--- config.mk ---
export PLATFORM = sky130hd
export DESIGN_NAME = rcpc_seq
export DESIGN_NICKNAME = d
export VERILOG_FILES = /design/src/hw/rtl/rcpc_pkg.sv /design/src/hw/rtl/rcpc_seq.sv
export SDC_FILE = /design/constraint.sdc
export NUM_CORES = 1
export LEC_CHECK = 0
export BUFFER_PORTS_ARGS = -buffer_cell sky130_fd_sc_hd__buf_2
export CORE_ASPECT_RATIO = 1.25
export CORE_MARGIN = 10
export CORE_UTILIZATION = 52
export CTS_CLUSTER_SIZE = 40
export DETAILED_ROUTE_END_ITERATION = 8
export GPL_TIMING_DRIVEN = 0
export HOLD_SLACK_MARGIN = 0.02
export MAX_ROUTING_LAYER = met4
export PLACE_DENSITY = 0.79
export SLEW_MARGIN = 5
export SYNTH_ARGS = -nofsm -noshare
export SYNTH_HDL_FRONTEND = slang
export SYNTH_SLANG_ARGS = --single-unit
--- constraint.sdc ---
create_clock -name clk_i -period 2.23 [get_ports clk_i]
set_input_delay 0.223 -clock clk_i [delete_from_list [all_inputs] [get_ports clk_i]]
set_output_delay 0.223 -clock clk_i [all_outputs]
set_load 0.005 [all_outputs]
--- src/hw/rtl/rcpc_pkg.sv ---
// ----------------------------------------------------------------------------
// rcpc_pkg
// Shared types and constants of the ray against convex polygon clip test:
// sequencer states, multiplier operand selects, accumulator operations and
// the control and status groups between the sequencer and the datapath.
// ----------------------------------------------------------------------------
package rcpc_pkg;

  typedef enum logic [2:0] {
    ST_IDLE,
    ST_SETUP,
    ST_DOT,
    ST_CMP,
    ST_NEXT,
    ST_OUT
  } state_e;

  typedef enum logic [2:0] {
    A_PX,
    A_PY,
    A_DX,
    A_DY,
    A_N1H,
    A_N1L,
    A_N2H,
    A_N2L
  } a_sel_e;

  typedef enum logic [2:0] {
    B_NX,
    B_NY,
    B_D1H,
    B_D1L,
    B_D2H,
    B_D2L
  } b_sel_e;

  typedef enum logic [1:0] {
    ACC_NONE,
    ACC_LOAD,
    ACC_ADD,
    ACC_SUB
  } acc_op_e;

  typedef enum logic [1:0] {
    SH_0,
    SH_1,
    SH_2
  } shift_e;

  typedef struct packed {
    logic    accept;
    logic    first;
    logic    setup;
    logic    edge_close;
    logic    cap_num;
    logic    cap_den;
    logic    upd_entry;
    logic    upd_exit;
    logic    bound_exit;
    a_sel_e  a_sel;
    b_sel_e  b_sel;
    acc_op_e acc_op;
    shift_e  shift;
  } ctl_t;

  typedef struct packed {
    logic acc_neg;
    logic acc_zero;
    logic num_neg;
  } stat_t;

  localparam int unsigned CNT_W = 4;
  localparam logic [CNT_W-1:0] CNT_ONE = 4'd1;
  localparam logic [CNT_W-1:0] DOT_LAST = 4'd6;
  localparam logic [CNT_W-1:0] CMP_LAST = 4'd9;

  localparam int unsigned OUT_W = 8;

endpackage

--- src/hw/rtl/rcpc_seq.sv ---
// ----------------------------------------------------------------------------
// rcpc_seq
// Sequencer of the clip test: steps the shared multiplier through the edge
// dot products and the cross-multiplied bound compares, keeps the rejection
// and unbounded-exit flags, and holds the result register.
// ----------------------------------------------------------------------------
module rcpc_seq (
  input  logic            clk_i,
  input  logic            rst_ni,
  input  logic            in_valid_i,
  input  logic            in_first_i,
  input  logic            in_last_i,
  output logic            in_ready_o,
  input  logic            out_ready_i,
  output logic            out_valid_o,
  output logic            hit_o,
  input  rcpc_pkg::stat_t stat_i,
  output rcpc_pkg::ctl_t  ctl_o
);

  rcpc_pkg::state_e state_q, state_d;
  logic [rcpc_pkg::CNT_W-1:0] cnt_q, cnt_d;
  logic last_q, last_d;
  logic edge_close_q, edge_close_d;
  logic bound_exit_q, bound_exit_d;
  logic enter_q, enter_d;
  logic rejected_q, rejected_d;
  logic exit_unb_q, exit_unb_d;
  logic out_valid_q, out_valid_d;
  logic hit_q, hit_d;
  logic cmp_gt, cmp_lt;

  assign cmp_gt = !stat_i.acc_neg && !stat_i.acc_zero;
  assign cmp_lt = stat_i.acc_neg;

  always_comb begin
    state_d      = state_q;
    cnt_d        = cnt_q;
    last_d       = last_q;
    edge_close_d = edge_close_q;
    bound_exit_d = bound_exit_q;
    enter_d      = enter_q;
    rejected_d   = rejected_q;
    exit_unb_d   = exit_unb_q;
    out_valid_d  = out_valid_q && !out_ready_i;
    hit_d        = hit_q;
    case (state_q)
      rcpc_pkg::ST_IDLE: begin
        if (in_valid_i) begin
          last_d = in_last_i;
          if (in_first_i) begin
            rejected_d = 1'b0;
            exit_unb_d = 1'b1;
            if (in_last_i) begin
              edge_close_d = 1'b1;
              state_d      = rcpc_pkg::ST_SETUP;
            end
          end else begin
            edge_close_d = 1'b0;
            state_d      = rcpc_pkg::ST_SETUP;
          end
        end
      end
      rcpc_pkg::ST_SETUP: begin
        cnt_d   = '0;
        state_d = rejected_q ? rcpc_pkg::ST_NEXT : rcpc_pkg::ST_DOT;
      end
      rcpc_pkg::ST_DOT: begin
        if (cnt_q == rcpc_pkg::DOT_LAST) begin
          cnt_d = '0;
          if (stat_i.acc_zero) begin
            if (stat_i.num_neg) begin
              rejected_d = 1'b1;
            end
            state_d = rcpc_pkg::ST_NEXT;
          end else begin
            enter_d      = stat_i.acc_neg;
            bound_exit_d = stat_i.acc_neg && !exit_unb_q;
            state_d      = rcpc_pkg::ST_CMP;
          end
        end else begin
          cnt_d = cnt_q + rcpc_pkg::CNT_ONE;
        end
      end
      rcpc_pkg::ST_CMP: begin
        if (cnt_q == rcpc_pkg::CMP_LAST) begin
          cnt_d   = '0;
          state_d = rcpc_pkg::ST_NEXT;
          if (enter_q) begin
            if (bound_exit_q) begin
              if (cmp_gt) begin
                rejected_d = 1'b1;
              end else begin
                bound_exit_d = 1'b0;
                state_d      = rcpc_pkg::ST_CMP;
              end
            end
          end else if (!bound_exit_q) begin
            if (cmp_lt) begin
              rejected_d = 1'b1;
            end else if (exit_unb_q) begin
              exit_unb_d = 1'b0;
            end else begin
              bound_exit_d = 1'b1;
              state_d      = rcpc_pkg::ST_CMP;
            end
          end
        end else begin
          cnt_d = cnt_q + rcpc_pkg::CNT_ONE;
        end
      end
      rcpc_pkg::ST_NEXT: begin
        if (last_q && !edge_close_q) begin
          edge_close_d = 1'b1;
          state_d      = rcpc_pkg::ST_SETUP;
        end else if (last_q) begin
          state_d = rcpc_pkg::ST_OUT;
        end else begin
          state_d = rcpc_pkg::ST_IDLE;
        end
      end
      rcpc_pkg::ST_OUT: begin
        if (!out_valid_q || out_ready_i) begin
          out_valid_d = 1'b1;
          hit_d       = !rejected_q;
          state_d     = rcpc_pkg::ST_IDLE;
        end
      end
      default: begin
        state_d = rcpc_pkg::ST_IDLE;
      end
    endcase
  end

  always_comb begin
    ctl_o            = '0;
    ctl_o.accept     = (state_q == rcpc_pkg::ST_IDLE) && in_valid_i;
    ctl_o.first      = in_first_i;
    ctl_o.setup      = (state_q == rcpc_pkg::ST_SETUP);
    ctl_o.edge_close = edge_close_q;
    ctl_o.bound_exit = bound_exit_q;
    ctl_o.acc_op     = rcpc_pkg::ACC_NONE;
    ctl_o.shift      = rcpc_pkg::SH_0;
    ctl_o.a_sel      = rcpc_pkg::A_PX;
    ctl_o.b_sel      = rcpc_pkg::B_NX;
    in_ready_o       = (state_q == rcpc_pkg::ST_IDLE);
    case (state_q)
      rcpc_pkg::ST_DOT: begin
        case (cnt_q)
          4'd0: begin
            ctl_o.acc_op = rcpc_pkg::ACC_LOAD;
          end
          4'd1: begin
            ctl_o.a_sel  = rcpc_pkg::A_PY;
            ctl_o.b_sel  = rcpc_pkg::B_NY;
            ctl_o.acc_op = rcpc_pkg::ACC_ADD;
          end
          4'd3: begin
            ctl_o.cap_num = 1'b1;
            ctl_o.a_sel   = rcpc_pkg::A_DX;
            ctl_o.acc_op  = rcpc_pkg::ACC_LOAD;
          end
          4'd4: begin
            ctl_o.a_sel  = rcpc_pkg::A_DY;
            ctl_o.b_sel  = rcpc_pkg::B_NY;
            ctl_o.acc_op = rcpc_pkg::ACC_ADD;
          end
          rcpc_pkg::DOT_LAST: begin
            ctl_o.cap_den = !stat_i.acc_zero;
          end
          default: begin
            ctl_o.acc_op = rcpc_pkg::ACC_NONE;
          end
        endcase
      end
      rcpc_pkg::ST_CMP: begin
        case (cnt_q)
          4'd0: begin
            ctl_o.a_sel  = rcpc_pkg::A_N1H;
            ctl_o.b_sel  = rcpc_pkg::B_D2H;
            ctl_o.acc_op = rcpc_pkg::ACC_LOAD;
            ctl_o.shift  = rcpc_pkg::SH_2;
          end
          4'd1: begin
            ctl_o.a_sel  = rcpc_pkg::A_N1H;
            ctl_o.b_sel  = rcpc_pkg::B_D2L;
            ctl_o.acc_op = rcpc_pkg::ACC_ADD;
            ctl_o.shift  = rcpc_pkg::SH_1;
          end
          4'd2: begin
            ctl_o.a_sel  = rcpc_pkg::A_N1L;
            ctl_o.b_sel  = rcpc_pkg::B_D2H;
            ctl_o.acc_op = rcpc_pkg::ACC_ADD;
            ctl_o.shift  = rcpc_pkg::SH_1;
          end
          4'd3: begin
            ctl_o.a_sel  = rcpc_pkg::A_N1L;
            ctl_o.b_sel  = rcpc_pkg::B_D2L;
            ctl_o.acc_op = rcpc_pkg::ACC_ADD;
          end
          4'd4: begin
            ctl_o.a_sel  = rcpc_pkg::A_N2H;
            ctl_o.b_sel  = rcpc_pkg::B_D1H;
            ctl_o.acc_op = rcpc_pkg::ACC_SUB;
            ctl_o.shift  = rcpc_pkg::SH_2;
          end
          4'd5: begin
            ctl_o.a_sel  = rcpc_pkg::A_N2H;
            ctl_o.b_sel  = rcpc_pkg::B_D1L;
            ctl_o.acc_op = rcpc_pkg::ACC_SUB;
            ctl_o.shift  = rcpc_pkg::SH_1;
          end
          4'd6: begin
            ctl_o.a_sel  = rcpc_pkg::A_N2L;
            ctl_o.b_sel  = rcpc_pkg::B_D1H;
            ctl_o.acc_op = rcpc_pkg::ACC_SUB;
            ctl_o.shift  = rcpc_pkg::SH_1;
          end
          4'd7: begin
            ctl_o.a_sel  = rcpc_pkg::A_N2L;
            ctl_o.b_sel  = rcpc_pkg::B_D1L;
            ctl_o.acc_op = rcpc_pkg::ACC_SUB;
          end
          rcpc_pkg::CMP_LAST: begin
            ctl_o.upd_entry = enter_q && !bound_exit_q && cmp_gt;
            ctl_o.upd_exit  = !enter_q && ((!bound_exit_q && !cmp_lt && exit_unb_q) ||
                                           (bound_exit_q && cmp_lt));
          end
          default: begin
            ctl_o.acc_op = rcpc_pkg::ACC_NONE;
          end
        endcase
      end
      default: begin
        ctl_o.acc_op = rcpc_pkg::ACC_NONE;
      end
    endcase
  end

  always_ff @(posedge clk_i or negedge rst_ni) begin
    if (!rst_ni) begin
      state_q      <= rcpc_pkg::ST_IDLE;
      cnt_q        <= '0;
      last_q       <= 1'b0;
      edge_close_q <= 1'b0;
      bound_exit_q <= 1'b0;
      enter_q      <= 1'b0;
      rejected_q   <= 1'b0;
      exit_unb_q   <= 1'b1;
      out_valid_q  <= 1'b0;
      hit_q        <= 1'b0;
    end else begin
      state_q      <= state_d;
      cnt_q        <= cnt_d;
      last_q       <= last_d;
      edge_close_q <= edge_close_d;
      bound_exit_q <= bound_exit_d;
      enter_q      <= enter_d;
      rejected_q   <= rejected_d;
      exit_unb_q   <= exit_unb_d;
      out_valid_q  <= out_valid_d;
      hit_q        <= hit_d;
    end
  end

  assign out_valid_o = out_valid_q;
  assign hit_o       = hit_q;

endmodule

-- Yosys cells after proc, flatten, opt, wreduce, memory -nomap -nowiden
Cells that the tools add are included.
- register bits after elaboration: 15
- bits in latches: 0
- memory bits (writable): 0
- memory bits (read-only): 0
- input bits: 9
- output and inout port bits: 22
- logic and storage cells: 155
- memories: 0
- add/sub/neg operators: 1
- $mul: 0
- div/mod/pow operators: 0
- $lt $le $gt $ge: 0
- equality and inequality tests: 30
- shifts and indexed selects: 0
- mux-type cells: 70
- bitwise operators: 1
- reduce and logical (&&, ||, !) cells: 43
- operators with widths (operator ; number):
    two-way mux 3 bit ; 16
    one-hot mux 6 bit (8 select lines) ; 1
    two-way mux 1 bit ; 35
    inequality test 2 bit (second input constant) ; 12
    one-hot mux 3 bit (6 select lines) ; 1
    == test 4 x 3 -> 1 bit (second input constant) ; 4
    inequality test 3 bit (second input constant) ; 5
    one-hot mux 2 bit (2 select lines) ; 3
    one-hot mux 2 bit (3 select lines) ; 2
    one-hot mux 4 bit (3 select lines) ; 1
    one-hot mux 6 bit (2 select lines) ; 1
    logical AND 1 bit ; 11
    AND reduction 11 bit ; 1
    logical NOT 1 bit ; 9
    == test 4 x 2 -> 1 bit (second input constant) ; 2
    two-way mux 2 bit ; 4
    two-way mux 4 bit ; 2
    AND reduction 4 bit ; 2
    OR reduction 4 bit ; 2
    AND reduction 7 bit ; 1
    == test 3 x 2 -> 1 bit (second input constant) ; 2
    == test 3 bit (second input constant) ; 2
    one-hot mux 1 bit (2 select lines) ; 3
    nonzero test 2 bit ; 3
    other kinds (15) ; 20

-- Logic depth before layout (Yosys ltp)
Gate-level depths: netlist of the first run.
- word-level depth: 7
- depth in mapped cells: 6
- mapped depth without buffers: 4

-- Worst setup path after synthesis of the first run
No wires, ideal clock.
- path type: register to register
- start: register enter_q
- end: register rejected_q
- setup time: 0.079 ns
- data arrival time: 1.492 ns
- data required time: 2.151 ns
- setup slack: 0.658 ns
- stages on the path, launching flop included: 6
- path through: dfrtp_1 -> buf_2 -> o21a_1 -> a221o_1 -> a2111oi_2 -> mux2i_1
- longest elaborated chain between the ends: 3
- elaborated cells between the ends (all ways): 7
- classes of those cells: eq/ne: 3; mux: 3; reduce/logical: 1
- ends and longest elaborated chain (item ; line ; text):
    from (decl) ; rcpc_seq.sv:26 ; logic enter_q, enter_d;
    from (signal assigned) ; rcpc_seq.sv:258 ; enter_q <= enter_d;
    two-way mux 1 bit ; rcpc_seq.sv:89 ; if (enter_q) begin
    two-way mux 1 bit ; rcpc_seq.sv:86 ; if (cnt_q == rcpc_pkg::CMP_LAST) begin
    one-hot mux 1 bit (3 select lines) ; rcpc_seq.sv:47 ; case (state_q)
    to (signal assigned) ; rcpc_seq.sv:259 ; rejected_q <= rejected_d;
    to (decl) ; rcpc_seq.sv:27 ; logic rejected_q, rejected_d;
Parallel ways exist; a longest one is shown, timed or not. The select of a mux whose other input is x is not followed.
A chain may end at the register's enable or synchronous reset.

==> results.md, run 1 <==
* Status: finished clean
* Sequential share of power at approximately 25%
* Hold Path Class: input pin to flip-flop
* Worst EP arrival at between 1.5 and 2 ns
* Die Y at 73.5 um
* Clk sinks at 15
* Synth top area share at 29.4%
* Sw power at 0.000950 W
* DP Wirelength at 2500 um
* Crit Path Class: flip-flop to primary output
* Max Cap Viol at 0
* Worst Tran Pin Value at 0.461 ns
* Synth area leaders: dfrtp_1 29%, nor2_1 5.0%, nand2_1 4.7%
* Inserted Clock Buffers at 3
* CTS Root Cell: clkbuf_4
* Postcts setup bufs at 0
* Via count at 1226
* Tmin final at 2.09 ns
* Dpl cell area at 1380 um2
* Post-synthesis compound-gate area fraction at 23.9%
* First-iteration detailed-routing DRC count at 71
* Gate Count Post-Synth at 149
* CTS HTree Levels at 1
* Total track usage at 14.4%
* Core area at 2190 um2
* Die area at 4620 um2
* Ys Warns at 0
* Synth unique cells at 46
* Seq/Total Area, Yosys at 31.6%
* TritonCTS clock tree: built
* Largest net degree at the start of global routing at 16
* Req. time, crit path at between 2 and 2.5 ns
* Largest family of logic cells by synthesized area: simple AND/OR/NAND/NOR gates
* RSZ-0062 raised after global routing: false
* Most frequent cells in the layout: 33 x buf_2, 16 x nor2_1, 15 x nand2_1, 14 x dfrtp_1
* Final Core Density at 64.7%
* Worst Clk Skew at 0.00569 ns
* Slew Limit Headroom at 69.3%
* Number of remaining DRC errors at 0
* Post-route ant nets at 0
* Syn Nets at 158
* Cell taking the most area after synthesis: dfrtp_1
* P_int at just over 0.001 W
* Layout area overhead at 18.8%
* Clock network power share at 8.4%
* Finished Cell Area at 1420 um2
* Via density at 5.73
* Std cell rows at 19
* CP max FO at 10
* Synth Cell Area at 1190 um2
* Worst-path clk slew at 0.10 ns
* Setup TNS at 0 ns
* Share of cells above drive strength 1 at between 20% and 30%
* XOR/XNOR Fraction of Synth Area at roughly 1.5%
* Sw frac at 48.0%
* VDD IR max at 0.822 mV
* Setup violations, final at 0
* Crit end category: primary output
* Initial antenna violation count at 0
* CP cell instances: clkbuf_1 > nor2b_1 > nand3_1 > nor4_1 > buf_2
* Mapped Avg Cell Area at 7.99 um2
* Top FF cell, synth: dfrtp_1
* First-pass GRT wire length at 5490 um
* Worst-Skew Late Latency at 0.30 ns
* IO Pins at 31
* Peak Freq at 479 MHz
* Router iterations before antenna repair at 4
* Multiplexer share of the synthesized area at 6.20%
* Chip width at 62.8 um
* Logic pwr share at 66.5%
* Port bufs at 30
* GRT overflow at 0
* Hold violation count in the final report at 0
* Startpoint Class: flip-flop
* Vias in the first global route at 1240
* Slew Limit Fails at 0
* Synth Area in Adders at 0%
* Ant diodes at 0
* GP Congestion at about 0.93
* Post-Route WL at 3190 um
* Flip-flop and latch count after synthesis at 15
* Post-synth EDFFs at 0
* Avg WL per Cell at between 10 and 15 um
* Pleak at 0.673 nW
* Final Cycle Share at 93.7%
* Simple-gate area share of the yosys netlist at 26.9%
* Power Dens Cells at 1400 nW/um2
* Synth async-reset ratio at 100%
* Commonest non-fill, non-tap cell in the layout: buf_2
* Slowest cell on the critical path: dfrtp_1
* Clk buf depth at 2
* Initial Utilization at 54.5%
* NumNets Final at 193
* Slowest Stage Delay on Critical Path at around 0.44 ns
[layout make-up]
cell class | count | area, um2
plain buffers | 13 | 81.3
repair buffers | 31 | 160
clock inverters | 1 | 5.00
well taps | 31 | 38.8
multi-input cells | 111 | 697
clock buffers | 3 | 22.5
inverters | 9 | 33.8
flip-flops and latches | 15 | 377
fillers | 213 | 772
[logic make-up after synthesis]
family	Yosys count
xor gates and xnor gates	2
and+or+nand+nor	63
muxes	7
DFF	15
AOI/OAI and AO/OA	39
buffers and inverters	23
[critical path, delay by kind of cell (launching register included)]
family,cells,cell delay (ns)
AND/OR/NAND/NOR,3,0.73
buffers and inverters,2,0.39
flip-flops,1,0.44
[routing by layer]
metal | part of all wire, % | track usage (%) | routed length (um) | vias up
met5 | 0 | - | 0 | -
met4 | 2.1 | 6.47 | 68 | 0
met3 | 6.7 | 3.95 | 213 | 9
met2 | 48 | 24.1 | 1550 | 59
met1 | 43 | 15.9 | 1360 | 559
li1 | - | - | - | 599
[synth_stat cells (2+ instances only)]
library cell,number
a211oi_1,2
nor2b_1,2
buf_4,3
nor2_1,16
inv_1,9
nand4_1,2
xnor2_1,2
clkbuf_1,5
mux2_2,3
buf_1,2
nor3_1,5
nand2b_1,5
a221oi_1,2
buf_2,2
nand3b_1,2
nand3_1,5
or2_2,2
o21ai_0,7
nand2_1,15
or3_1,2
mux2i_1,4
a22oi_1,4
o31ai_1,2
a21oi_1,9
dfrtp_1,14
a31oi_1,3
[state kept, by name, indices dropped and copies added, names as in the netlist]
signal,count
out_valid_o,1
bound_exit_q,1
hit_o,1
exit_unb_q,1
edge_close_q,1
rejected_q,1
last_q,1
cnt_q,4
state_q,3
enter_q,1
[stage by stage]
step                      worst slack (ns)  total power (W)  hold WS, ns  cells
after CTS                            0.118          0.00198        0.207    215
final                                0.141          0.00198        0.192    214
after global routing                0.0407          0.00217        0.246    214
after detailed placement             0.292          0.00181        0.151    210
after global placement               0.391          0.00177        0.141    210
after floorplan                      0.658          0.00145      -0.0726    149
[power by group through the flow]
stage                     clock [W]  combinational [W]  sequential, W
after floorplan                   0           0.000983       0.000463
after global placement            0            0.00129       0.000479
after detailed placement          0            0.00132       0.000487
after CTS                  0.000167            0.00134       0.000481
after global routing       0.000181            0.00147       0.000518
final                      0.000166            0.00132       0.000497
[path summary, 6_finish.rpt]
check,start,to,slack [ns],cells after the start
min reg2reg,hit_o,hit_o,0.54,1
max reg2reg,cnt_q[1],rejected_q,0.50,4
max in group asynchronous,rst_ni,exit_unb_q,1.56,2
min in group asynchronous,rst_ni,edge_close_q,0.37,2
min,in_last_i,last_q,0.19,3
max,state_q[2],ctl_o[12],0.14,5
[timing repair]
action,4_1_cts,5_1_grt
hold endpoints to repair,14,0
hold buffers,1,0
setup endpoints to repair,1,3
gates resized for setup,1,0
cloned,0,0
Power figures use the tool's default switching activity.
==> run 2: changes to the inputs <==
- CORE_UTILIZATION: 52 -> 30
- PLACE_DENSITY: 0.79 -> unset
==> run 2 against run 1 <==
Compared with the run above:
- final cell count is 11% higher
- clock skew shrank 0.0037 ns
- maximum frequency decreased by 0.64%
- clock power is 34% higher
- largest cell class unchanged
==> results.md, run 2 (same netlist as run 1, synthesis figures left out) <==
* Power Dens Cells at about 1400 nW/um2
* Pleak at 0.681 nW
* Crit Reg-Reg Startpoint: cnt_q[1]
* Vias in the first global route at 1205
* TritonCTS clock tree: built
* WL met3 at approximately 180 um
* Layout area overhead at 23.2%
* NumNets Final at between 150 and 200
* Clk buf depth at 2
* R2r setup slk at 0.46 ns
* Router iterations before antenna repair at 4
* Total track usage at 9.45%
* Initial antenna violation count at 0
* Crit Path Class: flip-flop to primary output
* Final Core Density at between 30% and 40%
* Crit path top cell by count: buf_2
* Worst-Skew Late Latency at 0.25 ns
* Final Cycle Share at 94.3%
* Top Layer Used: met4
* Crit path max-delay family: buffers and inverters
* Setup TNS at 0 ns
* Hold Startpoint: in_last_i
* Hold Path Class: input pin to flip-flop
* Max Cap Viol at 0
* Post-route ant nets at 0
* Die Y at 90.5 um
* Slowest cell on the critical path: or2_2
* Critical R2R Capture: rejected_q
* Final Power at 0.00204 W
* Slew Limit Fails at 0
* CP cell instances: clkbuf_1 > buf_2 > nand3b_1 > or2_2 > nor3_1 > buf_2
* Chip width at ~76 um
* VDD IR max at ~0.57 mV
* DP Wirelength at 2520 um
* Hold violation count in the final report at 0
* Setup violations, final at 0
* Tmin final at around 2.1 ns
* Largest net degree at the start of global routing at 16
* Most frequent cells in the layout: 32 x buf_2, 16 x nor2_1, 15 x nand2_1, 14 x dfrtp_1
* Req. time, crit path at 2.01 ns
* Worst Clk Skew at 0.00202 ns
* Largest register FFs at 4
* Commonest non-fill, non-tap cell in the layout: buf_2
* Die area at 6910 um2
* Postcts setup bufs at 0
* First-iteration detailed-routing DRC count at 52
* Routed wire length on met2 at 1470 um
* Most flop-heavy register: cnt_q
* First-pass GRT wire length at 5490 um
* Peak Freq at 476 MHz
* CTS Root Cell: clkbuf_8
* Status: finished clean
* Std cell rows at 25
* CTS HTree Levels at 1
* Worst Path Buf+Inv at 3
* Port bufs at 30
* RSZ-0062 raised after global routing: false
* Core area at 3820 um2
* Via density at between 5 and 6
* GRT overflow at 0
* Worst Hold Depth at 3
* Dpl cells at 233
* Slowest Stage Delay on Critical Path at 0.34 ns
* Worst Tran Pin Value at 0.415 ns
* IO Pins at 31
* Clk sinks at 15
* WL met1 at 1510 um
* Hold endpoint: last_q
* Crit end category: primary output
* Worst EP arrival at ~1.9 ns
* Via count at 1194
* Pre-CTS setup slack at around 0.33 ns
* Top flop regs: cnt_q x4, state_q x3
* GP Congestion at 0.829
* Post-Route WL at 3210 um
* Avg WL per Cell at 13.5 um
* Number of remaining DRC errors at 0
* CP max FO at 10
* Worst-path clk slew at 0.06 ns
* Final worst slack at 0.128 ns
* Share of cells above drive strength 1 at 28.3%
* Non-Filler Instances at 238
* Critical Path Stages at 6
* Slew Limit Headroom at between 70% and 80%
* Worst r2r path cells at 4
* Inserted Clock Buffers at 3
* Initial Utilization at a little under a third
* Startpoint Class: flip-flop
* Ant diodes at 0
run 2: cell count changes in the layout (fill, tap and decap cells not counted):
| cell | change |
|---|---|
| clkbuf_1 | +2 |
| clkbuf_4 | -3 |
| buf_2 | -1 |
| nor2b_1 | -1 |
| clkinv_2 | -1 |
| clkbuf_2 | +1 |
| clkbuf_8 | +3 |
| nor2b_2 | +1 |
run 2: cell type report:
type / instances / area, um2
clock buffers: 4 / 45.0
repair buffers: 31 / 160
well taps: 54 / 67.6
fillers: 424 / 2350
plain buffers: 14 / 85.1
multi-input cells: 111 / 699
inverters: 9 / 33.8
flip-flops and latches: 15 / 377
run 2: report_power, final:
group	total (W)	internal [W]	switching, W	leakage, nW
clock network	0.000222	0.000127	0.0000953	0.0228
registers	0.000480	0.000390	0.0000900	0.184
logic	0.00134	0.000580	0.000756	0.474
run 2: tightest hold or removal path: cells and delay by family:
kind / cells / cell delay, ns
buf+inv: 1 / 0.09
simple gates: 2 / 0.14
run 2: how the worst max path moves through the flow:
stage               startpoint          to  slack, ns
CTS                 state_q[0]    ctl_o[2]       0.06
finish              state_q[0]    ctl_o[1]       0.13
floorplan              enter_q  rejected_q       0.66
detailed placement  state_q[0]    ctl_o[2]       0.33
global route        state_q[0]    ctl_o[1]      0.009
global placement    state_q[0]    ctl_o[3]       0.33
run 2: what timing repair did:
item                       in CTS  in global routing
hold buffers                    1                  0
gates resized for setup         0                  2
hold endpoints to repair       14                  0
setup endpoints to repair       0                  6
run 2: through the flow:
stage	area, um2	hold slack [ns]
final	1470	0.237
after global placement	1410	0.157
after floorplan	1190	-0.0726
after global routing	1470	0.277
after detailed placement	1410	0.153
after CTS	1460	0.239
run 2: metal layers:
layer	GRT usage [%]	vias to the layer above
met4	3.73	0
met1	11.4	547
met3	2.29	7
li1	-	602
met5	-	-
met2	14.8	38
==> run 3: changes to the inputs <==
- CTS_BUF_LIST: unset -> sky130_fd_sc_hd__clkbuf_4
- MAX_ROUTING_LAYER: met4 -> unset
- SLEW_MARGIN: 5 -> unset
==> run 3 against run 2 <==
Compared with the run above:
- largest cell class unchanged
- first-iteration DRC count increased by 3.8%
- combinational power about the same
- sequential power increased by 3%
- clock-buffer cell count unchanged
- global-route usage decreased by 0.21 points
- wire length decreased by 0.34%
- register-to-register slack about the same
- core utilization decreased by 0.49 points
- sequential cell count unchanged
- clock skew increased by 0.0022 ns
- final area decreased by 1.3%
- power decreased by 3.0%
==> results.md, run 3 (same netlist as run 1, synthesis figures left out) <==
* Final Core Density at around 38%
* Commonest non-fill, non-tap cell in the layout: buf_2
* Ant diodes at 0
* Port bufs at 30
* Vias in the first global route at ~1200
* Die area at just under 7000 um2
* Hold violation count in the final report at 0
* Pleak at between 0.6 and 0.7 nW
* Most frequent cells in the layout: 32 x buf_2, 16 x nor2_1, 15 x nand2_1, 14 x dfrtp_1
* Critical Path Stages at 5
* IO Pins at 31
* CP max FO at 10
* Finished Cell Area at 1450 um2
* Post-route ant nets at 0
* Worst-Skew Late Latency at 0.29 ns
* Tmin final at 2.07 ns
* Final Cycle Share at 92.9%
* Worst Tran Pin Value at 0.410 ns
* Inserted Clock Buffers at 3
* Hold Path Class: input pin to flip-flop
* Worst r2r path cells at 4
* Worst EP arrival at 1.85 ns
* Chip width at about 76 um
* Most flop-heavy register: cnt_q
* Avg WL per Cell at between 10 and 15 um
* Power Dens Cells at 1370 nW/um2
* Clk sinks at 15
* Number of remaining DRC errors at 0
* Slew Limit Fails at 0
* Slew Limit Headroom at 72.7%
* GP Congestion at 0.816
* VDD IR max at 0.519 mV
* Router iterations before antenna repair at 4
* Share of cells above drive strength 1 at 29.0%
* Largest net degree at the start of global routing at 16
* Worst Clk Skew at 0.00421 ns
* Post-Route WL at between 3000 and 4000 um
* Crit end category: primary output
* Worst-path clk slew at 0.08 ns
* Status: finished clean
* Worst Path Buf+Inv at 2
* Worst Hold Margin at between 0.15 and 0.2 ns
* R2r setup slk at approximately 0.45 ns
* Setup violations, final at 0
* GRT overflow at 0
* TritonCTS clock tree: built
* Largest register FFs at 4
* CP cell instances: clkbuf_1 > nand3b_1 > or2_2 > nor3_1 > buf_2
* Crit path max-delay family: simple AND/OR/NAND/NOR gates
* Max Cap Viol at 0
* CTS HTree Levels at 1
* Die Y at 90.5 um
* Via density at 5.00
* Slowest Stage Delay on Critical Path at 0.43 ns
* NumNets Final at 193
* Clk buf depth at 2
* CTS Root Cell: clkbuf_4
* Worst Hold Depth at 3
* Total track usage at 9.25%
* First-iteration detailed-routing DRC count at 54
* Top flop regs: cnt_q x4, state_q x3
* Startpoint Class: flip-flop
* FILL cells at roughly 430
* DP Wirelength at 2520 um
* Std cell rows at 25
* Initial Utilization at a little under a third
* Dpl cell area at 1410 um2
* Crit Path Class: flip-flop to primary output
* Req. time, crit path at 2.01 ns
* RSZ-0062 raised after global routing: false
* Initial antenna violation count at 0
* Core area at 3820 um2
* First-pass GRT wire length at between 5000 and 6000 um
* Layout area overhead at 21.6%
* Setup TNS at 0 ns
* Peak Freq at a little under 500 MHz
* Slowest cell on the critical path: dfrtp_1
* Via count at 1185
## run 3: cell count changes in the layout (fill, tap and decap cells not counted), sizes merged
cell	before	now
clkbuf	11	10
## run 3: metal layers
metal	track usage (%)	up-vias	part of all wire [%]
met2	14.9	37	45
met3	3.49	10	7.4
met1	10.8	536	45
met5	0	-	0
met4	3.57	0	2.1
li1	-	602	-
## run 3: worst paths after layout
kind / start / end
worst max-delay path: state_q[2] / ctl_o[1]
worst min-delay path: in_last_i / last_q
worst max register to register: cnt_q[1] / rejected_q
worst min register to register: hit_o / hit_o
max in group asynchronous: rst_ni / exit_unb_q
min in group asynchronous: rst_ni / edge_close_q
## run 3: repair_timing
action / 4_1_cts / 5_1_grt
hold buffers: 1 / 0
gates resized for setup: 0 / 2
setup endpoints to repair: 0 / 11
setup buffers: 0 / 0
endpoints found under the hold margin: 14 / 0
## run 3: final cells by class
type                    instances  area [um2]  share of cell area, %
flip-flops and latches         15         377                   26.0
inverters                       9        33.8                   2.33
well taps                      54        67.6                   4.66
plain buffers                  13        81.3                   5.61
multi-input cells             111         699                   48.3
clock buffers                   4        30.0                   2.07
repair buffers                 31         160                   11.1
## run 3: where the power goes
| part | switching (W) | leakage [nW] | internal, W |
|---|---|---|---|
| Sequential | 0.000107 | 0.184 | 0.000389 |
| Clock | 0.0000881 | 0.0184 | 0.0000818 |
| Combinational | 0.000735 | 0.473 | 0.000577 |
## run 3: per-stage QoR
step / instances / total power [W] / setup WS [ns]
after CTS: 238 / 0.00200 / 0.00763
after global routing: 237 / 0.00219 / 0.0460
after global placement: 233 / 0.00182 / 0.332
final: 237 / 0.00198 / 0.158
after floorplan: 149 / 0.00145 / 0.658
after detailed placement: 233 / 0.00182 / 0.333
## run 3: worst reg2reg max path, delay by kind of cell (launching register included)
kind             cells  cell delay (ns)
flip-flops           1             0.47
AND/OR/NAND/NOR      2             0.52
multiplexers         1             0.22
AO/OA/AOI/OAI        1             0.50
